<file path="src/sv/key_merge_press_counter_assert.svh">
// Assertion macros, clocked on clk, disabled in reset.
`ifndef KEY_MERGE_PRESS_COUNTER_ASSERT_SVH
`define KEY_MERGE_PRESS_COUNTER_ASSERT_SVH

// cons holds in the same cycle as ante
`define KMPC_ASSERT_SAME(lbl, ante, cons, msg) \
  lbl: assert property (@(posedge clk) disable iff (rst) (ante) |-> (cons)) \
    else $error(msg);

// cons holds in the cycle after ante
`define KMPC_ASSERT_NEXT(lbl, ante, cons, msg) \
  lbl: assert property (@(posedge clk) disable iff (rst) (ante) |=> (cons)) \
    else $error(msg);

`endif

</file>
<file path="src/sv/kmpc_pkg.sv">
package kmpc_pkg;

  localparam int MAP_PAIRS        = 6;
  localparam int REGISTRY_ENTRIES = 8;

  localparam int POS_W  = 8;
  localparam int CNT_W  = 8;
  localparam int PC_W   = 3;
  localparam int WORD_W = 16;
  localparam int CIDX_W = 3;

  localparam int PAIR_W = (MAP_PAIRS > 1) ? $clog2(MAP_PAIRS) : 1;
  localparam int ENT_W  = (REGISTRY_ENTRIES > 1) ? $clog2(REGISTRY_ENTRIES) : 1;
  localparam int SCAN_W = $clog2(REGISTRY_ENTRIES + 1);

  localparam logic [CNT_W-1:0] COUNT_MAX = 8'hFF;

  // register indexes
  localparam logic [CIDX_W-1:0] REG_PAIR_COUNT = 3'd0;
  localparam logic [CIDX_W-1:0] REG_PAIR_WORD0 = 3'd1;

  typedef enum logic [3:0] {
    S_IDLE = 4'b0001,
    S_MAP  = 4'b0010,
    S_SCAN = 4'b0100,
    S_DONE = 4'b1000
  } state_t;

  typedef struct packed {
    logic [POS_W-1:0] pos;
    logic [CNT_W-1:0] cnt;
  } entry_t;

  localparam int ENTRY_W = $bits(entry_t);

endpackage

</file>
<file path="src/sv/kmpc_ram.sv">
module kmpc_ram #(
  parameter int WIDTH = 16,
  parameter int DEPTH = 8,
  localparam int AW = (DEPTH > 1) ? $clog2(DEPTH) : 1
) (
  input  logic             clk,
  input  logic             we,
  input  logic [AW-1:0]    waddr,
  input  logic [WIDTH-1:0] wdata,
  input  logic [AW-1:0]    raddr,
  output logic [WIDTH-1:0] rdata
);

  logic [WIDTH-1:0] mem [DEPTH];

  always_ff @(posedge clk) begin
    if (we) begin
      mem[waddr] <= wdata;
    end
    rdata <= mem[raddr];
  end

endmodule

</file>
<file path="src/sv/key_merge_press_counter.sv">
// channel | signals                              | direction
// --------+--------------------------------------+----------
// in      | in_valid/in_ready, key_position,     | in
//         | is_press                             |
// out     | out_valid/out_ready, consumed,       | out
//         | mapped_position, registry_overflow   |
// cfg     | cfg_valid/cfg_ready, cfg_index,      | in
//         | cfg_data                             |
//
// One word in flight. Each accepted key walks the pairs in use; a related key
// then scans the registry, reading one entry a cycle from the position/count
// RAM, and an unrelated key goes straight to the result.
// Reset clears config, entry valid bits and control; RAM contents are unused
// until written. A stalled result waits in the output register while the
// next word is accepted; the update then waits for the register to free up.
module key_merge_press_counter (
  input  logic                          clk,
  input  logic                          rst,
  input  logic                          in_valid,
  output logic                          in_ready,
  input  logic [kmpc_pkg::POS_W-1:0]    key_position,
  input  logic                          is_press,
  output logic                          out_valid,
  input  logic                          out_ready,
  output logic                          consumed,
  output logic [kmpc_pkg::POS_W-1:0]    mapped_position,
  output logic                          registry_overflow,
  input  logic                          cfg_valid,
  output logic                          cfg_ready,
  input  logic [kmpc_pkg::CIDX_W-1:0]   cfg_index,
  input  logic [kmpc_pkg::WORD_W-1:0]   cfg_data
);

  localparam int ENTRIES = kmpc_pkg::REGISTRY_ENTRIES;
  localparam int ENT_W   = kmpc_pkg::ENT_W;
  localparam int SCAN_W  = kmpc_pkg::SCAN_W;
  localparam int POS_W   = kmpc_pkg::POS_W;
  localparam int CNT_W   = kmpc_pkg::CNT_W;
  localparam int PC_W    = kmpc_pkg::PC_W;
  localparam int PAIR_W  = kmpc_pkg::PAIR_W;

  kmpc_pkg::state_t state;

  logic [PC_W-1:0]   pair_count;
  logic [kmpc_pkg::WORD_W-1:0] pair_word [kmpc_pkg::MAP_PAIRS];

  logic [POS_W-1:0]  pos;
  logic              press;
  logic              related;
  logic [PC_W-1:0]   pidx;
  logic [PC_W-1:0]   used;
  logic [SCAN_W-1:0] sidx;
  logic [ENT_W-1:0]  chk_idx;
  logic              chk_vld;
  logic              hit_found;
  logic [ENT_W-1:0]  hit_idx;
  logic [CNT_W-1:0]  hit_cnt;
  logic              free_found;
  logic [ENT_W-1:0]  free_idx;
  logic [ENTRIES-1:0] entry_valid;

  logic [PC_W-1:0]   used_lim;
  logic [kmpc_pkg::WORD_W-1:0] cur_pair;
  logic [POS_W-1:0]  pair_from;
  logic [POS_W-1:0]  pair_to;
  logic              cfg_fire;
  logic [3:0]        cfg_idx_ext;
  logic [PAIR_W-1:0] cfg_pair;
  kmpc_pkg::entry_t  rd_entry;
  kmpc_pkg::entry_t  wr_entry;
  logic              ram_we;
  logic [ENT_W-1:0]  ram_waddr;
  logic              scan_match;
  logic              scan_free;
  logic              scan_last;
  logic              out_free;
  logic              done_fire;
  logic [CNT_W-1:0]  cnt_next;
  logic              do_hit;
  logic              do_alloc;
  logic              do_overflow;

  assign in_ready  = (state == kmpc_pkg::S_IDLE);
  assign cfg_ready = 1'b1;
  assign cfg_fire  = cfg_valid && cfg_ready;
  assign cfg_idx_ext = {1'b0, cfg_index};
  assign cfg_pair  = PAIR_W'(cfg_index - kmpc_pkg::REG_PAIR_WORD0);

  assign used_lim = (pair_count > PC_W'(kmpc_pkg::MAP_PAIRS)) ?
                    PC_W'(kmpc_pkg::MAP_PAIRS) : pair_count;

  assign cur_pair  = pair_word[pidx[PAIR_W-1:0]];
  assign pair_from = cur_pair[15:8];
  assign pair_to   = cur_pair[7:0];

  assign scan_match = chk_vld && entry_valid[chk_idx] && (rd_entry.pos == pos);
  assign scan_free  = chk_vld && !entry_valid[chk_idx];
  assign scan_last  = chk_vld && (chk_idx == ENT_W'(ENTRIES - 1));

  assign out_free  = !out_valid || out_ready;
  assign done_fire = (state == kmpc_pkg::S_DONE) && out_free;

  always_comb begin
    if (press) begin
      cnt_next = (hit_cnt == kmpc_pkg::COUNT_MAX) ? hit_cnt : hit_cnt + 1'b1;
    end else begin
      cnt_next = (hit_cnt != '0) ? hit_cnt - 1'b1 : hit_cnt;
    end
  end

  assign do_hit      = related && hit_found;
  assign do_alloc    = related && !hit_found && press && free_found;
  assign do_overflow = related && !hit_found && press && !free_found;

  assign ram_we    = done_fire && ((do_hit && (cnt_next != '0)) || do_alloc);
  assign ram_waddr = hit_found ? hit_idx : free_idx;
  assign wr_entry.pos = pos;
  assign wr_entry.cnt = hit_found ? cnt_next : CNT_W'(1);

  kmpc_ram #(
    .WIDTH(kmpc_pkg::ENTRY_W),
    .DEPTH(ENTRIES)
  ) u_ram (
    .clk  (clk),
    .we   (ram_we),
    .waddr(ram_waddr),
    .wdata(wr_entry),
    .raddr(sidx[ENT_W-1:0]),
    .rdata(rd_entry)
  );

  // config registers
  always_ff @(posedge clk) begin
    if (rst) begin
      pair_count <= '0;
      for (int i = 0; i < kmpc_pkg::MAP_PAIRS; i++) begin
        pair_word[i] <= '0;
      end
    end else if (cfg_fire) begin
      if (cfg_index == kmpc_pkg::REG_PAIR_COUNT) begin
        pair_count <= cfg_data[PC_W-1:0];
      end else if (cfg_idx_ext <
                   4'(int'(kmpc_pkg::REG_PAIR_WORD0) + kmpc_pkg::MAP_PAIRS)) begin
        pair_word[cfg_pair] <= cfg_data;
      end
    end
  end

  // control
  always_ff @(posedge clk) begin
    if (rst) begin
      state       <= kmpc_pkg::S_IDLE;
      out_valid   <= 1'b0;
      entry_valid <= '0;
      chk_vld     <= 1'b0;
      hit_found   <= 1'b0;
      free_found  <= 1'b0;
      related     <= 1'b0;
    end else begin
      if (done_fire) begin
        out_valid <= 1'b1;
      end else if (out_ready) begin
        out_valid <= 1'b0;
      end

      unique case (state)
        kmpc_pkg::S_IDLE: begin
          if (in_valid) begin
            related <= 1'b0;
            pidx    <= '0;
            used    <= used_lim;
            state   <= kmpc_pkg::S_MAP;
          end
        end
        kmpc_pkg::S_MAP: begin
          if (pidx == used) begin
            sidx       <= '0;
            chk_vld    <= 1'b0;
            hit_found  <= 1'b0;
            free_found <= 1'b0;
            state      <= related ? kmpc_pkg::S_SCAN : kmpc_pkg::S_DONE;
          end else begin
            if (pos == pair_to || pos == pair_from) begin
              related <= 1'b1;
            end
            pidx <= pidx + 1'b1;
          end
        end
        kmpc_pkg::S_SCAN: begin
          if (sidx != SCAN_W'(ENTRIES)) begin
            sidx    <= sidx + 1'b1;
            chk_vld <= 1'b1;
          end
          if (scan_match && !hit_found) begin
            hit_found <= 1'b1;
          end
          if (scan_free && !free_found) begin
            free_found <= 1'b1;
          end
          if (scan_last) begin
            state <= kmpc_pkg::S_DONE;
          end
        end
        kmpc_pkg::S_DONE: begin
          if (out_free) begin
            if (do_hit && (cnt_next == '0)) begin
              entry_valid[hit_idx] <= 1'b0;
            end
            if (do_alloc) begin
              entry_valid[free_idx] <= 1'b1;
            end
            state <= kmpc_pkg::S_IDLE;
          end
        end
        default: state <= kmpc_pkg::S_IDLE;
      endcase
    end
  end

  // datapath
  always_ff @(posedge clk) begin
    if (state == kmpc_pkg::S_IDLE && in_valid) begin
      pos   <= key_position;
      press <= is_press;
    end
    if (state == kmpc_pkg::S_MAP && pidx != used && pos == pair_from) begin
      pos <= pair_to;
    end
    if (state == kmpc_pkg::S_SCAN) begin
      if (sidx != SCAN_W'(ENTRIES)) begin
        chk_idx <= sidx[ENT_W-1:0];
      end
      if (scan_match && !hit_found) begin
        hit_idx <= chk_idx;
        hit_cnt <= rd_entry.cnt;
      end
      if (scan_free && !free_found) begin
        free_idx <= chk_idx;
      end
    end
    if (done_fire) begin
      consumed          <= do_hit && (cnt_next != '0);
      mapped_position   <= pos;
      registry_overflow <= do_overflow;
    end
  end

`include "key_merge_press_counter_assert.svh"

  `KMPC_ASSERT_NEXT(a_one_word, in_valid && in_ready, !in_ready, "second word accepted")
  `KMPC_ASSERT_SAME(a_ovf_full, done_fire && do_overflow, &entry_valid, "overflow w/ free entry")
  `KMPC_ASSERT_SAME(a_hit_valid, done_fire && do_hit, entry_valid[hit_idx], "hit on free entry")
  `KMPC_ASSERT_SAME(a_ovf_pass, out_valid, !(consumed && registry_overflow), "overflow consumed")

endmodule

</file>
<file path="config.mk">
export PLATFORM = sky130hd
export DESIGN_NAME = key_merge_press_counter
export DESIGN_NICKNAME = d
export VERILOG_FILES = /design/src/sv/kmpc_pkg.sv /design/src/sv/kmpc_ram.sv /design/src/sv/key_merge_press_counter.sv
export VERILOG_INCLUDE_DIRS = /design/src /design/src/sv
export SDC_FILE = /design/constraint.sdc
export NUM_CORES = 1
export LEC_CHECK = 0
export BUFFER_PORTS_ARGS = -buffer_cell sky130_fd_sc_hd__buf_2
export CAP_MARGIN = 20
export CORE_AREA = 5 5 153 185
export DETAILED_ROUTE_END_ITERATION = 16
export DIE_AREA = 0 0 158 190
export PLACE_DENSITY = 0.83
export RECOVER_POWER = 100
export SETUP_SLACK_MARGIN = 0.02
export SLEW_MARGIN = 0
export SYNTH_ARGS = -nofsm -noshare
export SYNTH_HDL_FRONTEND = slang
export SYNTH_SLANG_ARGS = --single-unit
</file>
<file path="constraint.sdc">
create_clock -name clk -period 5.35 [get_ports clk]
set_input_delay 1.07 -clock clk [delete_from_list [all_inputs] [get_ports clk]]
set_output_delay 1.07 -clock clk [all_outputs]
set_load 0.005 [all_outputs]
</file>
Word-level counts from Yosys, hierarchy flattened

Memory sizes are Yosys's and may differ from the RTL's. A register that Yosys moved wholly into a read port is not among the register bits.
Index checks and enable logic that the tools add are counted.

$add $sub $neg: 5
$lt $le $gt $ge: 7
Equal/unequal tests: 21
Multiplexer cells: 56
Bitwise gates (word level): 4
Reductions and logical operators: 49

Operators by type and width:

| cell                                                                  | count |
|---|---|
| 8-bit 2-to-1 mux                                                      | 11 |
| 4-bit 2-to-1 mux                                                      | 7 |
| 8-bit equality test                                                   | 3 |
| 1-bit 2-to-1 mux                                                      | 22 |
| 1-bit logical AND                                                     | 20 |
| 16-bit 2-to-1 mux                                                     | 1 |
| 2-bit inequality test (second input constant)                         | 8 |
| 4-bit case mux with 4 select lines                                    | 1 |
| 4-bit AND reduction                                                   | 4 |
| 8-bit nonzero test                                                    | 2 |
| 16-bit OR reduction                                                   | 1 |
| 3-bit 2-to-1 mux                                                      | 5 |
| 3-bit by 4-bit < comparator with 1-bit output (second input constant) | 3 |
| 3-bit AND reduction                                                   | 4 |
| 2-bit AND reduction                                                   | 5 |
| 8-bit by 1-bit adder with 8-bit output (second input constant)        | 1 |
| 8-bit AND                                                             | 1 |
| 8-bit equality test (second input constant)                           | 1 |
| 8-bit zero test                                                       | 1 |
| 8-bit inverter                                                        | 1 |
| 8-bit OR                                                              | 1 |
| 1-bit case mux with 2 select lines                                    | 4 |
| 4-bit case mux with 2 select lines                                    | 1 |
| 2-bit nonzero test                                                    | 4 |
| 23 further kinds                                                      | 30 |

Register bits: 66
Memory bits (writable): 224
Output and inout port bits: 13
Memories: 2

Memories:

| name      | words | width | rd ports | clocked after Yosys merged registers in | write ports | line                          | RTL |
|---|---|---|---|---|---|---|---|
| u_ram.mem | 8     | 16    | 1        | 1                                       | 1           | kmpc_ram.sv:14                | `logic [WIDTH-1:0] mem [DEPTH];` |
| pair_word | 6     | 16    | 1        | 1                                       | 6           | key_merge_press_counter.sv:45 | `logic [kmpc_pkg::WORD_W-1:0] pair_word [kmpc_pkg::MAP_PAIRS];` |

Depth between registers and ports, before layout

Gate-level depths: netlist of the first run.

Depth in word-level cells: 12
Gate-level depth with buffers: 11
Depth with buffers taken out: 9

By module

A second synthesis of the first run with hierarchy kept.

Cells, all modules: 912
Area, all modules: 14,486.4 um2

By module, submodules not included:

| module                  | times used | cells an instance | area each (um2) |
|---|---|---|---|
| key_merge_press_counter | 1          | 698               | 9,192.6 |
| kmpc_ram                | 1          | 214               | 5,293.8 |

Worst setup path before layout of the first run

Ideal clock, no wire load.

Path kind: input to register
From: in out_ready
To: mem u_ram.mem[1][0] (enable)
Library setup time: 0.388 ns
Arrival: 3.229 ns
Setup slack: 1.733 ns
Cell stages on the path: 7
Cells stage by stage: nand2b_1 > nor2b_1 > nand3_1 > nor2_1 > inv_1 > o21a_1 > nor2_1

Word-level cells in the longest chain between the ends: 5

RTL lines:

| item                                   | line                           | RTL |
|---|---|---|
| from (decl)                            | key_merge_press_counter.sv:24  | `input logic out_ready,` |
| 1-bit logical OR                       | key_merge_press_counter.sv:100 | `assign out_free = !out_valid \|\| out_ready;` |
| 1-bit logical AND                      | key_merge_press_counter.sv:101 | `assign done_fire = (state == kmpc_pkg::S_DONE) && out_free;` |
| net done_fire                          | key_merge_press_counter.sv:77  | `logic done_fire;` |
| 1-bit logical AND                      | key_merge_press_counter.sv:115 | `assign ram_we = done_fire && ((do_hit && (cnt_next != '0)) \|\| do_alloc);` |
| 1-bit 2-to-1 mux                       | kmpc_ram.sv:17                 | `if (we) begin` |
| 1-bit 2-to-1 mux (implied by the code) | kmpc_ram.sv:18                 | `mem[waddr] <= wdata;` |
| to (decl)                              | kmpc_ram.sv:14                 |  |

The timed path passes the listed nets, and every way through them passes these cells.

==> impl_metrics.csv, run 1 <==
group,metric,value,unit
die,die_area,30000,µm²
placement,gp_congestion,0.871,
logic_synthesis,yosys_most_used_dff,"edfxtp_1",
setup_path,r2r_slack,1.29,ns
run,maxCapViolCount,2,
clock_tree,path_clk_slew,0.06,ns
setup_path,cp-start-kind,"primary input",
setup_path,arrival,4.38,ns
sta,fin_crit_sh,81.2,%
power,power_density,369,nW/µm²
placement,dp_hpwl,18.8,mm
clock_tree,post_cts_resized,0,
die,start_util,53.8,%
detailed_routing,wl_per_cell,21.5,µm
global_route,grt_pass1_vias,8373,
die,io-pin-count,46,
setup_path,critPathKind,"in2reg",
power,p_leak,5.49,nW
logic_synthesis,synth_nets,963,
final_layout,final_nets,1017,
setup_path,r2r_end,"u_ram.mem[0][4]",
status,violations,"capacitance limit, slew limit",
global_route,grt-ovfl-total,0,
placement,numPortBuffers,44,
final_layout,multi_input_area,4070,µm²
sta,finalSetupViolCount,0,
sta,min_period,4.35,ns
logic_synthesis,syn_area_per_cell,15.4,µm²
sta,fin_skew,0.0119,ns
logic_synthesis,synth_cells,923,
global_route,grt_pass1_wl,45.8,mm
setup_path,cp_data_required_time,5.39,ns
logic_synthesis,yosysSeqAreaShare,69.1,%
global_route,grt_antenna_before_repair,0,
clock_tree,cts-root-buf,"clkbuf_16",
sta,setup_tns,0,ns
clock_tree,clock_latency,0.50,ns
setup_path,end_kind,"flip-flop",
detailed_routing,wirelength,28.9,mm
sta,tightestPinTransition,2.12,ns
die,die_h,190,µm
logic_synthesis,ys_async_sr_fraction,0,%
setup_path,critical_path.max_fanout,33,
detailed_routing,via_count,8007,
final_layout,area_delta_synth_final,12.3,%
setup_path,cp-endpoint,"pair_word[0][14]",
final_layout,fillers,1851,
die,core,26500,µm²
logic_synthesis,ys_warn_count,0,
final_layout,num_antenna_cells,0,
clock_tree,clock-sinks,341,
logic_synthesis,ys_ff_latch,341,
power,p_total,5.90,mW
setup_path,reg2reg_from,"hit_cnt[2]",
power,ir_drop,415,µV
final_layout,final_cell_mix,"302 x edfxtp_1, 130 x nor2_1, 48 x mux4_2",
min_path,hold_path_class,"reg2reg",
setup_path,worst-r2r-cell-count,8,
die,core.rowCount,66,
die,die_w,158,µm
sta,hold_viol,0,
final_layout,final-seq-area,9850,µm²
clock_tree,cts_tree,"built",
sta,clock.fmax,0.230,GHz
logic_synthesis,synth_edf_count,302,
logic_synthesis,synthesis.area,14300,µm²
detailed_routing,drtIter0Drc,544,
clock_tree,clock_path_buffers,3,
status,status,"complete, but fails checks",
clock_tree,h-tree-depth,2,
sta,slew_viol_final,58,
sta,grt_setup_unrepaired,"false",
detailed_routing,via_per_inst,5.96,
detailed_routing,dr.pass1.iters,6,
detailed_routing,ant_nets,0,
setup_path,crit_start,"rst",
clock_tree,cts_post_setup_buffers_inserted,0,
final_layout,drive_gt1_share,17.7,%
clock_tree,cts_buffers,34,
clock_tree,cts_hold_buf,0,
global_route,grt_max_degree,36,
final_layout,final_common_cell,"edfxtp_1",
detailed_routing,post-route-drc-count,0,
global_route,track_usage,19.8,%
logic_synthesis,synth.distinct_cells,65,
sta,worst_slew_margin_rel,-41.3,%
## cells in the mapped netlist, drive strengths merged (3+ instances only)
cell type    n  share of area [%]
and3         4               0.18
buf         20               0.69
a22oi        4               0.21
nor3         8               0.28
nor4         6               0.46
mux2i       29                2.0
nand2b       9               0.39
nand3b       5               0.26
o22ai        8               0.35
nand4        3               0.13
nand3       19               0.67
nand2       41                1.1
mux2        45                3.6
xor2        26                1.6
edfxtp     302                 64
o21a         3               0.16
a311oi       4               0.29
and2         6               0.26
nor2b       10               0.44
o21ai       10               0.35
dfxtp       39                5.5
inv         35               0.92
xnor2        7               0.43
ha           7               0.61
a31o         4               0.25
a21oi       12               0.42
nor4b        5               0.31
a22o         3               0.18
and4         5               0.31
clkbuf      24               0.63
mux4        48                7.6
a221o        8               0.56
or3          6               0.26
nor2       130                3.4
## layout make-up
| type | instances | share of cell area (%) |
|---|---|---|
| Tap cell | 340 | 2.66 |
| Clock buffer | 43 | 5.99 |
| Inverter | 35 | 0.821 |
| Timing Repair Buffer | 62 | 1.86 |
| Sequential cell | 341 | 61.5 |
| Clock inverter | 19 | 1.74 |
| Multi-Input combinational cell | 503 | 25.4 |
## metrics by stage
step                      std cells  area (µm²)  util, %  worst slack [ns]  hold slack [ns]
after floorplan                 923       14300        -              1.73            0.386
after global placement         1281       14800     56.0              1.50            0.388
after detailed placement       1281       14800     56.0              1.42            0.389
after CTS                      1343       16100     60.7              1.67            0.404
after global routing           1343       16000     60.4             0.777            0.422
final                          1343       16000     60.4              1.00            0.403
## flip-flops by register name, summed over array words and instances, names as in the netlist, 4 cells and up, named ones only
register and cells:
pair_word 128, u_ram.mem 128, u_ram.rdata 16, entry_valid 8
hit_cnt 8, mapped_position 8, pos 8, sidx 4
state 4
## cell families (layout without fill, tap and decap cells)
group                      after synthesis  count (layout)  share of synthesized area (%)
DFF                                    341             341                           69.1
and+or+nand+nor                        263             263                           8.81
muxes                                  122             122                           13.2
buffers and inverters                   79             159                           2.25
AOI/OAI and AO/OA                       77              77                           4.00
xor gates and xnor gates                33              33                           2.03
adders and majority gates                7               7                          0.614
other                                    1               1                         0.0263
## report_power, final
part / total, mW / internal (mW) / switching (mW)
combinational: 0.290 / 0.119 / 0.171
sequential: 3.03 / 2.97 / 0.0564
clock: 2.59 / 1.61 / 0.974
total: 5.90 / 4.70 / 1.20
## how the worst min path moves through the flow
stage                   startpoint         end  slack [ns]  cells after the start
CTS                 u_ram.rdata[7]  hit_cnt[7]        0.40                      0
detailed placement  u_ram.rdata[7]  hit_cnt[7]        0.39                      0
global placement    u_ram.rdata[2]  hit_cnt[2]        0.39                      0
floorplan           u_ram.rdata[0]  hit_cnt[0]        0.39                      0
finish              u_ram.rdata[1]  hit_cnt[1]        0.40                      0
global route        u_ram.rdata[0]  hit_cnt[0]        0.42                      0
## critical path, stage by stage
cell,delay (ns)
clkbuf_1,0.98
nor2_1,0.11
clkbuf_1,0.48
nand4_1,0.25
clkbuf_1,0.71
nand2b_1,0.75
## layer usage
layer / vias up / GRT usage [%] / routed length (µm)
li1: 3615 / - / -
met1: 4027 / 24.1 / 10500
met2: 309 / 36.0 / 15800
met3: 56 / 3.62 / 1880
met4: 0 / 5.51 / 642
met5: - / 0 / 0
Power figures use the tool's default switching activity.
==> run 2, diff against run 1 <==
==> constraint.sdc (replaced) <==
create_clock -name clk -period 4.5 [get_ports clk]
set_input_delay 0.9 -clock clk [delete_from_list [all_inputs] [get_ports clk]]
set_output_delay 0.9 -clock clk [all_outputs]
set_load 0.005 [all_outputs]
==> run 2 against run 1 <==
Against the previous run: the run now ends clean; via count grew 0.30%; largest cell class unchanged; wire length increased by 2.8%; critical path depth increased by 2; critical path type is now reg2reg; sequential share of layout area is 0.053 points higher.
==> impl_metrics.csv, run 2 (same netlist as run 1, synthesis figures left out) <==
group,metric,value,unit
setup_path,end_kind,"flip-flop",
power,power_density,434,nW/µm²
final_layout,drive_gt1_share,17.6,%
final_layout,area_delta_synth_final,12.2,%
die,die_area,30000,µm²
power,ir_drop,369,µV
placement,place_ws,0.823,ns
clock_tree,clock_path_buffers,3,
sta,layout_setup_ws,0.587,ns
final_layout,final_nets,1019,
min_path,hold_path_class,"reg2reg",
die,core.rowCount,66,
sta,hold_ws,0.407,ns
detailed_routing,via_count,8031,
final_layout,num_antenna_cells,0,
placement,numPortBuffers,44,
clock_tree,clock_latency,0.51,ns
clock_tree,cts-root-buf,"clkbuf_16",
detailed_routing,dr.pass1.iters,5,
sta,finalSetupViolCount,0,
run,maxCapViolCount,0,
power,comb_power_share,5.0,%
global_route,grt-ovfl-total,0,
clock_tree,post_cts_resized,0,
sta,hold_viol,0,
clock_tree,clock-sinks,341,
power,power.internal,5.52,mW
detailed_routing,post-route-drc-count,0,
sta,fin_crit_sh,86.9,%
setup_path,critPathKind,"reg2reg",
power,switching_power,1.43,mW
power,seqPwrFrac,51.8,%
final_layout,fillers,1850,
detailed_routing,ant_nets,0,
final_layout,top_regs,"pair_word: 128 flops, u_ram.mem: 128 flops, u_ram.rdata: 16 flops",
final_layout,final-seq-area,9850,µm²
power,p_total,6.95,mW
final_layout,final_common_cell,"edfxtp_1",
sta,setup_tns,0,ns
setup_path,arrival,4.00,ns
final_layout,multi_input_area,4060,µm²
detailed_routing,via_per_inst,5.97,
clock_tree,cts_buffers,34,
detailed_routing,wirelength,29.7,mm
global_route,grt_antenna_before_repair,0,
global_route,track_usage,20.3,%
detailed_routing,drtIter0Drc,632,
detailed_routing,wl_per_cell,22.1,µm
die,start_util,53.8,%
clock_tree,h-tree-depth,2,
status,status,"finished, final reports clean",
sta,worst_slew_margin_rel,11.7,%
setup_path,cp-start-kind,"flip-flop",
die,die_h,190,µm
clock_tree,path_clk_slew,0.06,ns
die,die_w,158,µm
sta,fin_skew,0.0201,ns
setup_path,worst-r2r-cell-count,8,
clock_tree,cts_tree,"built",
final_layout,final_cell_mix,"302 x edfxtp_1, 130 x nor2_1, 48 x mux4_2",
sta,clock.fmax,0.256,GHz
die,core,26500,µm²
sta,min_period,3.91,ns
power,netSwitchingFraction,20.5,%
placement,gp_congestion,0.893,
setup_path,critical_path.max_fanout,16,
global_route,grt_pass1_vias,8455,
power,p_leak,5.50,nW
global_route,grt_max_degree,34,
final_layout,final_area,16000,µm²
global_route,grt_pass1_wl,46.8,mm
clock_tree,cts_hold_buf,0,
sta,slew_viol_final,0,
placement,placed_cell_area,14900,µm²
min_path,hold_depth,0,
setup_path,cp_data_required_time,4.58,ns
sta,tightestPinTransition,1.32,ns
power,pwr-share-clk,43.3,%
sta,grt_setup_unrepaired,"false",
clock_tree,cts_post_setup_buffers_inserted,0,
die,io-pin-count,46,
placement,dp_hpwl,18.9,mm
-- run 2: changes by cell type in the layout (fill, tap and decap cells not counted), moves of 2 or more --
cell | previous run | this run
clkinv_2 | 5 | 9
mux2_1 | 16 | 20
and2_0 | 6 | 3
and2_1 | 0 | 3
bufinv_16 | 7 | 5
buf_2 | 37 | 35
mux2_2 | 29 | 25
clkbuf_2 | 0 | 2
clkbuf_8 | 1 | 4
-- run 2: layer usage --
metal	global-route usage, %	vias to the layer above	part of all wire (%)	routed length, µm
met4	6.63	0	2.9	856
li1	-	3619	-	-
met1	24.1	4015	35	10500
met2	37.0	333	55	16300
met3	3.94	64	6.9	2050
met5	0	-	0	0
-- run 2: final cells by class --
class | instances | area share [%]
Clock inverter | 18 | 1.42
Clock buffer | 44 | 6.20
Sequential cell | 341 | 61.6
Multi-Input combinational cell | 503 | 25.4
Inverter | 35 | 0.821
Tap cell | 340 | 2.66
Timing Repair Buffer | 64 | 1.93
-- run 2: final timing paths --
kind | from | to | slack [ns]
setup / recovery | hit_cnt[2] | u_ram.mem[3][15] | 0.59
hold / removal | u_ram.rdata[0] | hit_cnt[0] | 0.41
setup reg to reg | hit_cnt[2] | u_ram.mem[3][15] | 0.59
hold reg to reg | u_ram.rdata[0] | hit_cnt[0] | 0.41
-- run 2: metrics by stage --
stage,util (%),cells
6_report,60.4,1345
3_5_place_dp,56.1,1283
4_1_cts,60.7,1345
5_1_grt,60.4,1345
2_1_floorplan,-,923
3_3_place_gp,56.1,1283
-- run 2: worst max-delay path: stages, from the launching register on --
cell and delay, ns:
edfxtp_1 0.51, or4_1 0.61, or3_1 0.37, a311oi_1 0.43, nand3_1 0.22, nor4_4 0.59, o21a_1 0.24, nor2_1 0.04
clkbuf_1 0.46
-- run 2: power groups by stage --
stage | combinational, mW | sequential, mW | clock [mW]
3_3_place_gp | 0.338 | 3.65 | 0
4_1_cts | 0.354 | 3.60 | 3.04
3_5_place_dp | 0.348 | 3.66 | 0
5_1_grt | 0.376 | 3.60 | 3.18
2_1_floorplan | 0.257 | 3.63 | 0
6_report | 0.347 | 3.60 | 3.01
==> run 3, diff against run 2 <==
==> constraint.sdc (replaced) <==
create_clock -name clk -period 4.4 [get_ports clk]
set_input_delay 0.88 -clock clk [delete_from_list [all_inputs] [get_ports clk]]
set_output_delay 0.88 -clock clk [all_outputs]
set_load 0.005 [all_outputs]
==> run 3 against run 2 <==
Against the previous run: cell area shrank 0.88%; setup slack worse by 0.19 ns; critical path type unchanged; cell count barely moved; maximum frequency shrank 2.3%; wire length is 1.3% lower; core utilization is 0.53 points lower; register-to-register slack worse by 0.19 ns; worst hold slack got worse by 0.0018 ns; first-iteration DRC count up 15%; sequential cell count stayed put; non-clock buffer count grew 1; clock-buffer cell count increased by 6; highest routed layer unchanged; critical endpoint is now pos[4].
==> impl_metrics.csv, run 3 (same netlist as run 1, synthesis figures left out) <==
group,metric,value,unit
clock_tree,h-tree-depth,2,
sta,finalSetupViolCount,0,
global_route,busiest_layer,"met2",
setup_path,path_buf_inv,1,
final_layout,multi_input_area,4070,µm²
sta,tightestPinTransition,1.29,ns
sta,min_period,4.00,ns
setup_path,arrival,4.18,ns
sta,grt_setup_unrepaired,"false",
setup_path,crit_top_cell,"nand2_1",
setup_path,critical_path.max_fanout,27,
sta,fin_crit_sh,91.0,%
die,die_w,158,µm
global_route,grt_max_degree,33,
die,start_util,53.8,%
die,core.rowCount,66,
final_layout,drive_gt1_share,16.9,%
final_layout,final_nets,1020,
power,power_density,427,nW/µm²
clock_tree,cts_buffers,34,
final_layout,top_regs,"pair_word: 128 flops, u_ram.mem: 128 flops, u_ram.rdata: 16 flops",
setup_path,crit_chain,"clkbuf_2, mux4_2, nand2_1, a21o_1, nand3_1, nor4_1, nand2_1, nand2_1",
global_route,grt_util_met3,2.84,%
setup_path,cp-start-kind,"flip-flop",
clock_tree,cts-root-buf,"clkbuf_16",
setup_path,cp_data_required_time,4.58,ns
clock_tree,clock_latency,0.51,ns
final_layout,num_antenna_cells,0,
sta,worst_slew_margin_rel,14.0,%
sta,fin_skew,0.0241,ns
status,status,"finished, final reports clean",
sta,slew_viol_final,0,
placement,dp.cells,1284,
die,die_h,190,µm
die,io-pin-count,46,
detailed_routing,wirelength,29.3,mm
final_layout,fillers,1877,
global_route,grt_antenna_before_repair,0,
detailed_routing,ant_nets,0,
setup_path,path_delay_family,"simple AND/OR/NAND/NOR gates",
detailed_routing,post-route-drc-count,0,
clock_tree,cts_tree,"built",
final_layout,final_cell_mix,"302 x edfxtp_1, 130 x nor2_1, 48 x mux4_2",
detailed_routing,via_count,7971,
detailed_routing,wl_per_cell,21.8,µm
clock_tree,cts_post_setup_buffers_inserted,0,
global_route,grt_pass1_wl,45.6,mm
placement,dp_hpwl,18.9,mm
clock_tree,post_cts_resized,0,
final_layout,final_common_cell,"edfxtp_1",
placement,gp_congestion,0.892,
clock_tree,path_clk_slew,0.06,ns
setup_path,critPathKind,"reg2reg",
clock_tree,clock-sinks,341,
final_layout,stdcell_count,1346,
run,maxCapViolCount,0,
final_layout,area_delta_synth_final,11.2,%
global_route,met2_usage,38.0,%
sta,setup_tns,0,ns
setup_path,cp_slowest_stage_delay,0.67,ns
setup_path,end_kind,"flip-flop",
sta,clock.fmax,0.250,GHz
detailed_routing,via_per_inst,5.92,
placement,numPortBuffers,44,
global_route,grt-ovfl-total,0,
min_path,hold_path_class,"reg2reg",
power,ir_drop,338,µV
detailed_routing,dr.pass1.iters,5,
clock_tree,cts_hold_buf,0,
global_route,track_usage,19.9,%
clock_tree,clock_path_buffers,3,
power,p_leak,5.43,nW
setup_path,crit_path_top_delay_cell,"clkbuf_2",
power,p_total,6.77,mW
global_route,globalRouteMet1Util,23.1,%
die,core,26500,µm²
sta,hold_viol,0,
final_layout,final-seq-area,9850,µm²
global_route,grt_pass1_vias,8276,
die,die_area,30000,µm²
min_path,hold_path_startpoint,"u_ram.rdata[0]",
detailed_routing,drtIter0Drc,727,
[run 3: where the power goes]
group	switching (mW)	leakage [nW]	internal, mW	total (mW)
Clock	1.14	0.509	1.60	2.74
Sequential	0.0684	3.11	3.61	3.68
Combinational	0.206	1.81	0.146	0.352
[run 3: worst paths after layout]
| path | depth (start not counted) | slack, ns | endpoint |
|---|---|---|---|
| hold reg to reg | 0 | 0.40 | hit_cnt[0] |
| setup reg to reg | 8 | 0.40 | pos[4] |
| setup / recovery | 8 | 0.40 | pos[4] |
| hold / removal | 0 | 0.40 | hit_cnt[0] |
[run 3: final cells by class]
cell class,instances,area share [%]
flip-flops and latches,341,62.1
well taps,340,2.68
multi-input cells,503,25.7
clock buffers,50,5.87
repair buffers,65,2.01
inverters,35,0.829
clock inverters,12,0.821
[run 3: metrics by stage]
stage          worst slack [ns]  cell area, µm²  hold slack [ns]  utilization [%]
2_1_floorplan             0.973           14300            0.386                -
3_3_place_gp              0.829           14900            0.387             56.1
3_5_place_dp              0.724           14900            0.390             56.1
4_1_cts                   0.691           15900            0.404             60.1
5_1_grt                   0.247           15900            0.422             59.8
6_report                  0.396           15900            0.405             59.8
[run 3: layer usage]
layer	routed length (µm)	vias to the layer above	share of wire, %
met5	0	-	0
met1	10400	4006	35
li1	-	3617	-
met4	688	0	2.3
met3	1710	50	5.8
met2	16600	298	56
